==> src/sv/dau_pkg.sv <==
`timescale 1ns / 1ps
// ----------------------------------------------------------------------------
// dau_pkg
// types, codes and calendar helpers of the microcoded date adder
// ----------------------------------------------------------------------------
package dau_pkg;

  localparam int unsigned STEP_W = 3;

  // microcode addresses
  localparam logic [STEP_W-1:0] STEP_IDLE  = 3'd0;
  localparam logic [STEP_W-1:0] STEP_RED   = 3'd1;
  localparam logic [STEP_W-1:0] STEP_CLAMP = 3'd2;
  localparam logic [STEP_W-1:0] STEP_LOOP  = 3'd3;
  localparam logic [STEP_W-1:0] STEP_DONE  = 3'd4;

  localparam logic [8:0]  DAYS_LEAP_YEAR = 9'd366;
  localparam logic [8:0]  DAYS_YEAR      = 9'd365;
  localparam logic [8:0]  CYCLE_400      = 9'd400;
  localparam logic [8:0]  LAST_IN_CYCLE  = 9'd399;
  localparam logic [8:0]  CENTURY_1      = 9'd100;
  localparam logic [8:0]  CENTURY_2      = 9'd200;
  localparam logic [8:0]  CENTURY_3      = 9'd300;
  localparam logic [4:0]  FEB_LEAP_DAYS  = 5'd29;
  localparam logic [4:0]  FEB_DAYS       = 5'd28;
  localparam logic [3:0]  MONTH_JAN      = 4'd1;
  localparam logic [3:0]  MONTH_FEB      = 4'd2;
  localparam logic [3:0]  MONTH_DEC      = 4'd12;
  localparam logic [15:0] YEAR_MAX       = 16'hFFFF;
  localparam logic [2:0]  RED_STEPS_LAST = 3'd7;

  typedef enum logic [2:0] {
    OP_NONE,
    OP_LOAD,
    OP_RED,
    OP_CLAMP,
    OP_ADV,
    OP_OUT
  } op_e;

  typedef enum logic [2:0] {
    COND_ALWAYS,
    COND_IN_VALID,
    COND_SH_NZ,
    COND_K_NZ,
    COND_OUT_BUSY
  } cond_e;

  typedef struct packed {
    op_e                op;
    cond_e              cond;
    logic [STEP_W-1:0]  jump;
    logic [STEP_W-1:0]  next;
  } ctrl_word_t;

  typedef struct packed {
    logic in_valid;
    logic sh_nz;
    logic k_nz;
    logic out_busy;
  } status_t;

  // leap test from the two low year bits and the year modulo 400
  function automatic logic is_leap(input logic [1:0] y_lo, input logic [8:0] r400);
    return (r400 == '0) ||
           ((y_lo == 2'd0) && (r400 != CENTURY_1) && (r400 != CENTURY_2) &&
            (r400 != CENTURY_3));
  endfunction

  function automatic logic [4:0] month_len(input logic [3:0] m, input logic leap);
    logic [4:0] len;
    case (m)
      MONTH_FEB:                   len = leap ? FEB_LEAP_DAYS : FEB_DAYS;
      4'd4, 4'd6, 4'd9, 4'd11:     len = 5'd30;
      default:                     len = 5'd31;
    endcase
    return len;
  endfunction

endpackage

==> src/sv/dau_if.sv <==
`timescale 1ns / 1ps
// ----------------------------------------------------------------------------
// dau_if
// valid/ready channels of the date adder: start date in, end date out
// ----------------------------------------------------------------------------
interface dau_in_if;
  logic        valid;
  logic        ready;
  logic [4:0]  start_day;
  logic [3:0]  start_month;
  logic [15:0] start_year;
  logic [15:0] days_to_add;

  modport source (output valid, start_day, start_month, start_year, days_to_add,
                  input ready);
  modport sink   (input valid, start_day, start_month, start_year, days_to_add,
                  output ready);
endinterface

interface dau_out_if;
  logic        valid;
  logic        ready;
  logic [4:0]  end_day;
  logic [3:0]  end_month;
  logic [15:0] end_year;
  logic        year_overflow;

  modport source (output valid, end_day, end_month, end_year, year_overflow,
                  input ready);
  modport sink   (input valid, end_day, end_month, end_year, year_overflow,
                  output ready);
endinterface

==> src/sv/dau_rom.sv <==
`timescale 1ns / 1ps
// ----------------------------------------------------------------------------
// dau_rom
// microcode store: one control word per step
// ----------------------------------------------------------------------------
module dau_rom (
  input  logic [dau_pkg::STEP_W-1:0] step_i,
  output dau_pkg::ctrl_word_t        word_o
);

  always_comb begin
    unique case (step_i)
      dau_pkg::STEP_IDLE: begin
        word_o = '{dau_pkg::OP_LOAD, dau_pkg::COND_IN_VALID,
                   dau_pkg::STEP_RED, dau_pkg::STEP_IDLE};
      end
      dau_pkg::STEP_RED: begin
        word_o = '{dau_pkg::OP_RED, dau_pkg::COND_SH_NZ,
                   dau_pkg::STEP_RED, dau_pkg::STEP_CLAMP};
      end
      dau_pkg::STEP_CLAMP: begin
        word_o = '{dau_pkg::OP_CLAMP, dau_pkg::COND_ALWAYS,
                   dau_pkg::STEP_LOOP, dau_pkg::STEP_LOOP};
      end
      dau_pkg::STEP_LOOP: begin
        word_o = '{dau_pkg::OP_ADV, dau_pkg::COND_K_NZ,
                   dau_pkg::STEP_LOOP, dau_pkg::STEP_DONE};
      end
      dau_pkg::STEP_DONE: begin
        word_o = '{dau_pkg::OP_OUT, dau_pkg::COND_OUT_BUSY,
                   dau_pkg::STEP_DONE, dau_pkg::STEP_IDLE};
      end
      default: begin
        word_o = '{dau_pkg::OP_NONE, dau_pkg::COND_ALWAYS,
                   dau_pkg::STEP_IDLE, dau_pkg::STEP_IDLE};
      end
    endcase
  end

endmodule

==> src/sv/dau_seq.sv <==
`timescale 1ns / 1ps
// ----------------------------------------------------------------------------
// dau_seq
// step counter with conditional jumps over the microcode store
// ----------------------------------------------------------------------------
module dau_seq (
  input  logic             clk_i,
  input  logic             rst_ni,
  input  dau_pkg::status_t stat_i,
  output dau_pkg::op_e     op_o,
  output logic             idle_o
);

  logic [dau_pkg::STEP_W-1:0] step_q, step_d;
  dau_pkg::ctrl_word_t        word;
  logic                       take;

  dau_rom u_rom (
    .step_i (step_q),
    .word_o (word)
  );

  always_comb begin
    case (word.cond)
      dau_pkg::COND_ALWAYS:   take = 1'b1;
      dau_pkg::COND_IN_VALID: take = stat_i.in_valid;
      dau_pkg::COND_SH_NZ:    take = stat_i.sh_nz;
      dau_pkg::COND_K_NZ:     take = stat_i.k_nz;
      dau_pkg::COND_OUT_BUSY: take = stat_i.out_busy;
      default:                take = 1'b1;
    endcase
    step_d = take ? word.jump : word.next;
  end

  always_ff @(posedge clk_i or negedge rst_ni) begin
    if (!rst_ni) begin
      step_q <= dau_pkg::STEP_IDLE;
    end else begin
      step_q <= step_d;
    end
  end

  assign op_o   = word.op;
  assign idle_o = (step_q == dau_pkg::STEP_IDLE);

endmodule

==> src/sv/dau_dpath.sv <==
`timescale 1ns / 1ps
// ----------------------------------------------------------------------------
// dau_dpath
// date registers, year-mod-400 tracker and output register
// ----------------------------------------------------------------------------
module dau_dpath (
  input  logic             clk_i,
  input  logic             rst_ni,
  input  dau_pkg::op_e     op_i,
  input  logic [4:0]       start_day_i,
  input  logic [3:0]       start_month_i,
  input  logic [15:0]      start_year_i,
  input  logic [15:0]      days_to_add_i,
  input  logic             out_ready_i,
  output dau_pkg::status_t stat_o,
  output logic             out_valid_o,
  output logic [4:0]       end_day_o,
  output logic [3:0]       end_month_o,
  output logic [15:0]      end_year_o,
  output logic             year_overflow_o
);

  logic [4:0]  d_q, d_d;
  logic [3:0]  m_q, m_d;
  logic [15:0] y_q, y_d;
  logic [15:0] k_q, k_d;
  logic [15:0] r_q, r_d;
  logic [2:0]  sh_q, sh_d;
  logic        ovf_q, ovf_d;
  logic        ov_q, ov_d;
  logic [4:0]  od_q;
  logic [3:0]  om_q;
  logic [15:0] oy_q;
  logic        oovf_q;

  logic        leap;
  logic [4:0]  dim;
  logic [8:0]  diy;
  logic [4:0]  rem;
  logic [16:0] red_cmp;
  logic        out_busy;
  logic        year_ok;
  logic [15:0] yb;
  logic [15:0] rb;
  logic        ovfb;

  assign leap     = dau_pkg::is_leap(y_q[1:0], r_q[8:0]);
  assign dim      = dau_pkg::month_len(m_q, leap);
  assign diy      = leap ? dau_pkg::DAYS_LEAP_YEAR : dau_pkg::DAYS_YEAR;
  assign rem      = dim - d_q;
  assign red_cmp  = {8'd0, dau_pkg::CYCLE_400} << sh_q;
  assign out_busy = ov_q && !out_ready_i;
  assign year_ok  = (d_q == 5'd1) && (m_q == dau_pkg::MONTH_JAN) && (k_q >= {7'd0, diy});

  // year plus one, with wrap and mod-400 tracking
  always_comb begin
    if (y_q == dau_pkg::YEAR_MAX) begin
      yb   = '0;
      rb   = '0;
      ovfb = 1'b1;
    end else begin
      yb   = y_q + 16'd1;
      rb   = (r_q[8:0] == dau_pkg::LAST_IN_CYCLE) ? 16'd0 : r_q + 16'd1;
      ovfb = ovf_q;
    end
  end

  always_comb begin
    d_d   = d_q;
    m_d   = m_q;
    y_d   = y_q;
    k_d   = k_q;
    r_d   = r_q;
    sh_d  = sh_q;
    ovf_d = ovf_q;
    ov_d  = ov_q && !out_ready_i;
    case (op_i)
      dau_pkg::OP_LOAD: begin
        d_d   = (start_day_i == 5'd0) ? 5'd1 : start_day_i;
        if (start_month_i == 4'd0) begin
          m_d = dau_pkg::MONTH_JAN;
        end else if (start_month_i > dau_pkg::MONTH_DEC) begin
          m_d = dau_pkg::MONTH_DEC;
        end else begin
          m_d = start_month_i;
        end
        y_d   = start_year_i;
        k_d   = days_to_add_i;
        r_d   = start_year_i;
        sh_d  = dau_pkg::RED_STEPS_LAST;
        ovf_d = 1'b0;
      end
      dau_pkg::OP_RED: begin
        // restoring reduction of the year modulo 400
        if ({1'b0, r_q} >= red_cmp) begin
          r_d = r_q - red_cmp[15:0];
        end
        sh_d = sh_q - 3'd1;
      end
      dau_pkg::OP_CLAMP: begin
        if (d_q > dim) begin
          d_d = dim;
        end
      end
      dau_pkg::OP_ADV: begin
        if (year_ok) begin
          k_d   = k_q - {7'd0, diy};
          y_d   = yb;
          r_d   = rb;
          ovf_d = ovfb;
        end else if (k_q <= {11'd0, rem}) begin
          d_d = d_q + k_q[4:0];
          k_d = '0;
        end else begin
          k_d = k_q - ({11'd0, rem} + 16'd1);
          d_d = 5'd1;
          if (m_q == dau_pkg::MONTH_DEC) begin
            m_d   = dau_pkg::MONTH_JAN;
            y_d   = yb;
            r_d   = rb;
            ovf_d = ovfb;
          end else begin
            m_d = m_q + 4'd1;
          end
        end
      end
      dau_pkg::OP_OUT: begin
        if (!out_busy) begin
          ov_d = 1'b1;
        end
      end
      default: begin
      end
    endcase
  end

  always_ff @(posedge clk_i or negedge rst_ni) begin
    if (!rst_ni) begin
      ov_q <= 1'b0;
    end else begin
      ov_q <= ov_d;
    end
  end

  always_ff @(posedge clk_i) begin
    d_q   <= d_d;
    m_q   <= m_d;
    y_q   <= y_d;
    k_q   <= k_d;
    r_q   <= r_d;
    sh_q  <= sh_d;
    ovf_q <= ovf_d;
    if (op_i == dau_pkg::OP_OUT && !out_busy) begin
      od_q   <= d_q;
      om_q   <= m_q;
      oy_q   <= y_q;
      oovf_q <= ovf_q;
    end
  end

  assign stat_o.in_valid = 1'b0;
  assign stat_o.sh_nz    = (sh_q != 3'd0);
  assign stat_o.k_nz     = (k_q != 16'd0);
  assign stat_o.out_busy = out_busy;

  assign out_valid_o     = ov_q;
  assign end_day_o       = od_q;
  assign end_month_o     = om_q;
  assign end_year_o      = oy_q;
  assign year_overflow_o = oovf_q;

endmodule

==> src/sv/date_add_days_unit.sv <==
`timescale 1ns / 1ps
// ----------------------------------------------------------------------------
// date_add_days_unit
// gregorian date plus a day offset, run by a small microcode program
// ----------------------------------------------------------------------------
// usage
//   in_i carries a word of start day, month, year and a 16-bit day offset;
//   it is taken when valid and ready are both high. out_o returns one word
//   per input: end day, month, year (mod 65536) and a year overflow flag.
//   ready on in_i is high only while the sequencer sits in its idle step,
//   so one word is worked on at a time.
// sequence
//   the word is loaded, the year is reduced modulo 400, the day is
//   clamped, then whole years or months are stepped, then the days left,
//   then a closing step, and the result goes into the output register.
//   the year/month stepping loop sets the run time.
// stall
//   the result sits in an output register; the next word is accepted while
//   it waits. a finished second result holds in the done step until the
//   receiver takes the first one.
// reset
//   asynchronous, active low: sequencer back to idle, output valid cleared.
// ----------------------------------------------------------------------------
module date_add_days_unit (
  input  logic       clk_i,
  input  logic       rst_ni,
  dau_in_if.sink     in_i,
  dau_out_if.source  out_o
);

  dau_pkg::op_e     op;
  dau_pkg::status_t dp_stat;
  dau_pkg::status_t seq_stat;
  logic             idle;

  // sequencer: step counter, microcode store and jump conditions
  dau_seq u_seq (
    .clk_i  (clk_i),
    .rst_ni (rst_ni),
    .stat_i (seq_stat),
    .op_o   (op),
    .idle_o (idle)
  );

  // the input valid joins the datapath status for the idle-step jump
  always_comb begin
    seq_stat          = dp_stat;
    seq_stat.in_valid = in_i.valid;
  end

  assign in_i.ready = idle;

  // datapath: date registers, offset counter, output register
  dau_dpath u_dpath (
    .clk_i           (clk_i),
    .rst_ni          (rst_ni),
    .op_i            (op),
    .start_day_i     (in_i.start_day),
    .start_month_i   (in_i.start_month),
    .start_year_i    (in_i.start_year),
    .days_to_add_i   (in_i.days_to_add),
    .out_ready_i     (out_o.ready),
    .stat_o          (dp_stat),
    .out_valid_o     (out_o.valid),
    .end_day_o       (out_o.end_day),
    .end_month_o     (out_o.end_month),
    .end_year_o      (out_o.end_year),
    .year_overflow_o (out_o.year_overflow)
  );

endmodule

==> src/flat_wrapper.sv <==
// flat-port wrapper written by rule: the top's interface ports become plain ports
module date_add_days_unit_flat 
  (clk_i, rst_ni, in_i_valid, in_i_start_day, in_i_start_month, in_i_start_year, in_i_days_to_add, in_i_ready, out_o_valid, out_o_end_day, out_o_end_month, out_o_end_year, out_o_year_overflow, out_o_ready);
  dau_in_if in_i_i ();
  dau_out_if out_o_i ();
  input  logic clk_i;
  input  logic rst_ni;
  input wire logic [$bits(in_i_i.valid)-1:0] in_i_valid;
  input wire logic [$bits(in_i_i.start_day)-1:0] in_i_start_day;
  input wire logic [$bits(in_i_i.start_month)-1:0] in_i_start_month;
  input wire logic [$bits(in_i_i.start_year)-1:0] in_i_start_year;
  input wire logic [$bits(in_i_i.days_to_add)-1:0] in_i_days_to_add;
  output wire logic [$bits(in_i_i.ready)-1:0] in_i_ready;
  output wire logic [$bits(out_o_i.valid)-1:0] out_o_valid;
  output wire logic [$bits(out_o_i.end_day)-1:0] out_o_end_day;
  output wire logic [$bits(out_o_i.end_month)-1:0] out_o_end_month;
  output wire logic [$bits(out_o_i.end_year)-1:0] out_o_end_year;
  output wire logic [$bits(out_o_i.year_overflow)-1:0] out_o_year_overflow;
  input wire logic [$bits(out_o_i.ready)-1:0] out_o_ready;
  assign in_i_i.valid = in_i_valid;
  assign in_i_i.start_day = in_i_start_day;
  assign in_i_i.start_month = in_i_start_month;
  assign in_i_i.start_year = in_i_start_year;
  assign in_i_i.days_to_add = in_i_days_to_add;
  assign in_i_ready = in_i_i.ready;
  assign out_o_valid = out_o_i.valid;
  assign out_o_end_day = out_o_i.end_day;
  assign out_o_end_month = out_o_i.end_month;
  assign out_o_end_year = out_o_i.end_year;
  assign out_o_year_overflow = out_o_i.year_overflow;
  assign out_o_i.ready = out_o_ready;
  date_add_days_unit u_core (.clk_i(clk_i), .rst_ni(rst_ni), .in_i(in_i_i), .out_o(out_o_i));
endmodule
==> config.mk <==
export PLATFORM = sky130hd
export DESIGN_NAME = date_add_days_unit_flat
export DESIGN_NICKNAME = d
export VERILOG_FILES = /design/src/sv/dau_pkg.sv /design/src/sv/dau_if.sv /design/src/sv/dau_rom.sv /design/src/sv/dau_seq.sv /design/src/sv/dau_dpath.sv /design/src/sv/date_add_days_unit.sv /design/src/flat_wrapper.sv
export SDC_FILE = /design/constraint.sdc
export NUM_CORES = 1
export LEC_CHECK = 0
export ABC_AREA = 1
export BUFFER_PORTS_ARGS = -buffer_cell sky130_fd_sc_hd__buf_2
export CAP_MARGIN = 25
export CORE_AREA = 2 2 135 98
export DETAILED_ROUTE_END_ITERATION = 8
export DIE_AREA = 0 0 137 100
export HOLD_SLACK_MARGIN = 0.03
export PLACE_DENSITY_LB_ADDON = 0.3
export SYNTH_ARGS = -nofsm -noshare
export SYNTH_HDL_FRONTEND = slang
export SYNTH_SLANG_ARGS = --single-unit
==> constraint.sdc <==
create_clock -name clk_i -period 4.85 [get_ports clk_i]
set_input_delay 0.485 -clock clk_i [delete_from_list [all_inputs] [get_ports clk_i]]
set_output_delay 0.485 -clock clk_i [all_outputs]
set_load 0.05 [all_outputs]
==> metrics <==
H-tree levels=3; vias in the first global route=5,771; CTS tree=built; Critical Path Max Stage Delay=0.52 ns; Setup Skew=0.00845 ns; FF-to-FF End=u_core.u_dpath.m_q[3]; fill count=1,093; Main synth FF type=edfxtp_1; unrepaired setup endpoints after global routing=false; die width=137 µm; # DRC=0; Hold Vio Cnt, Final=0; RePlAce Congestion=0.974; Slew HR=44.2%; Initial Util=57.7%; CTS clock-pin slew for the worst setup and hold paths=0.08 ns; Netlist cell types=43; worst min-delay path class=in2reg; CTS Root Cell=clkbuf_16; max layer used=met4; maximum VDD drop=0.398 mV; Yosys top cell area share=35.9%; detailed-route wire length per cell=15.4 µm; crit-path cells=inv_1 -> ha_1 -> nand2_1 -> nor2_1 -> nand3_1 -> nand2_1 -> nand2_1 -> a21boi_0 -> ha_1 -> inv_1 -> fa_1 -> inv_1 -> nor2_2 -> a21oi_1 -> nand2_1 -> nand2_4 -> nand3_4 -> o21ai_0; sequential share of the synthesized area=37.2%; Clock Sinks=91; max cap viols=0; Inserted Clock Buffers=9; Post-synth top cells=281 x nand2_1, 115 x inv_1, 88 x nor2_1, 87 x edfxtp_1, 71 x nand3_1; R2R cell count=18; Ports=73; Reg area=0.00271 mm²; Gate Count Post-Synth=951; Mapped Area=0.00728 mm²; Area growth syn-to-layout=11.3%; PostCTS Resize Cnt=0; CP endpoint kind=register; clk_lat worst skew=0.35 ns; leakage=3.78 nW; outcome=finished clean; initial drt markers=562; post-route ant nets=0; Post-Place Cell Area=0.00780 mm²; hold path cells=3; cell taking the most area after synthesis=edfxtp_1; Syn Nets=1,040; Die Ht=100 µm; Ys Warns=0; Max Clk Rate=0.247 GHz; final worst-path cycle share=83.3%; Multi-input gate area=0.00402 mm²; total vias in the final route=6,562; first-pass GRT wire length=29.3 mm; row count=35; Total Power=6.55 mW; metal3 WL=1.96 mm; Port Buf Inserts=72; Core Util, Final=64.3%; Power per Cell Area=808 mW/mm²; WHS Endpoint=u_core.u_dpath.k_q[13]; M1 WL=9.16 mm; CTS Buffer Depth=2; final wirelength=18.5 mm; CP max stage cell=o21ai_0; Fin Setup TNS=0 ns; post-CTS setup buffers=0; final setup fails=0; CP dominant cell by count=nand2_1; layout net count=1,113; vias per cell=5.49; top cells by area, synth=edfxtp_1 36%, nand2_1 14%, ha_1 6.9%; Worst-Margin Slew=0.836 ns; share of cells above drive strength 1=17.9%; sw frac=52.4%; drt pass-1 iters=5; CP Launch Type=register; cell with the most instances after synthesis=nand2_1; fin. max-slew vios=0; pin count of the biggest net entering global routing=44; total global routing track utilization=27.8%; R2R Setup Slk=0.81 ns; initial antenna violation count=0; Critical Path RT=4.83 ns; die area=0.0137 mm²; Setup Crit Path Kind=reg2reg; Sw Pwr=3.43 mW; Seq pwr share=28.9%; asr flop ratio synth=4.40%; Crit path arrival time=4.03 ns; post-synthesis register bit count=91; core footprint=0.0126 mm²; Reg2Reg Launch Point=u_core.u_dpath.r_q[0]; final instance area=0.00811 mm²; Internal Power=3.12 mW; hold buffer count at cts=1; Comb pwr share=60.3%; minimum clock period=4.04 ns; Clk pwr share=10.8%; HP Start=in_i_days_to_add[13]; Post-synth EDFFs=87; Detail Placement HPWL=14.2 mm; GRT Residual Overflow=0; met2 routed wirelength=7.22 mm; syn_area_per_cell=7.66 µm²; crit path max fanout=5; antenna fix cells=0
per-stage QoR:
| step | hold WS (ns) | cells | setup slack, ns |
|---|---|---|---|
| floorplan | 0.189 | 951 | 0.699 |
| global placement | 0.318 | 1178 | 1.03 |
| detailed placement | 0.318 | 1178 | 0.880 |
| CTS | 0.417 | 1195 | 0.849 |
| global route | 0.442 | 1195 | 0.562 |
| finish | 0.422 | 1195 | 0.808 |
state kept, by name (all words and copies together), names as in the netlist, 3 cells and up:
register and flops:
u_core.u_dpath.end_year_o 16, u_core.u_dpath.k_q 16, u_core.u_dpath.r_q 16, u_core.u_dpath.y_q 16
u_core.u_dpath.d_q 5, u_core.u_dpath.end_day_o 5, u_core.u_dpath.end_month_o 4, u_core.u_dpath.m_q 4
u_core.u_dpath.sh_q 3, u_core.u_seq.step_q 3
metal layers:
layer,GRT usage [%],vias to the layer above
li1,-,3289
met1,45.2,2940
met2,37.9,320
met3,5.66,13
met4,4.84,0
met5,0,-
power by group through the flow:
stage | logic, mW | clock network, mW | registers (mW)
2_1_floorplan | 3.01 | 0 | 1.80
3_3_place_gp | 3.81 | 0 | 1.89
3_5_place_dp | 3.87 | 0 | 1.90
4_1_cts | 3.89 | 0.711 | 1.88
5_1_grt | 4.47 | 0.741 | 1.94
6_report | 3.95 | 0.706 | 1.89
placed cells by master (no fill, tap or decap), types with 3 or more instances in the layout:
master / Yosys / final
nand4_1: 18 / 18
o21ai_0: 42 / 42
buf_2: 7 / 72
buf_4: 2 / 5
o211ai_1: 5 / 5
inv_2: 9 / 9
edfxtp_1: 87 / 87
nor2_1: 88 / 88
nor4_1: 4 / 4
dfrtp_1: 4 / 4
o21ai_1: 4 / 4
nand2_1: 281 / 281
a21o_1: 3 / 3
nand3_1: 71 / 71
a21boi_0: 4 / 4
nor2_4: 8 / 8
xnor2_1: 3 / 3
or2_2: 9 / 9
a21oi_2: 6 / 7
nor3_2: 3 / 3
o21bai_1: 7 / 7
nand2_2: 11 / 11
nor2_2: 12 / 12
clkbuf_16: 0 / 9
xor2_1: 21 / 21
inv_1: 115 / 115
nand3b_1: 3 / 3
clkinvlp_4: 0 / 3
nor3_1: 8 / 8
a21oi_1: 26 / 25
fa_1: 4 / 4
ha_1: 40 / 40
nand3_2: 23 / 23
layout make-up:
class,instances,area share (%)
Sequential cell,91,33.5
Tap cell,166,2.56
Timing Repair Buffer,78,5.03
Clock inverter,7,0.864
Clock buffer,9,2.78
Inverter,124,5.74
Multi-Input combinational cell,720,49.6
logic make-up (layout without fill, tap and decap cells):
| logic type | Yosys count | in the layout | synth area share, % |
|---|---|---|---|
| AO/OA/AOI/OAI | 106 | 106 | 8.54 |
| XOR/XNOR | 24 | 24 | 2.89 |
| adder cells (fa/ha/maj) | 44 | 44 | 7.97 |
| buffers and inverters | 140 | 218 | 7.64 |
| flip-flops | 91 | 91 | 37.2 |
| AND/OR/NAND/NOR | 546 | 546 | 35.7 |
worst max-delay path, delay by kind of cell, from the launching register on:
family / cells / cell delay (ns)
buf+inv: 3 / 0.33
simple gates: 9 / 0.80
flops: 1 / 0.42
fa+ha+maj: 3 / 0.91
compound gates: 3 / 1.19
how the worst max path moves through the flow:
stage	startpoint	endpoint	slack [ns]	depth (start not counted)
floorplan	u_core.u_dpath.r_q[0]	u_core.u_dpath.ovf_q	0.70	21
detailed placement	u_core.u_dpath.r_q[0]	u_core.u_dpath.m_q[1]	0.88	18
global placement	u_core.u_dpath.r_q[0]	u_core.u_dpath.m_q[1]	1.03	17
global route	u_core.u_dpath.m_q[0]	u_core.u_dpath.y_q[0]	0.56	21
finish	u_core.u_dpath.r_q[0]	u_core.u_dpath.m_q[3]	0.81	18
CTS	u_core.u_dpath.r_q[0]	u_core.u_dpath.m_q[0]	0.85	18
(Power assumes the default switching activity.)
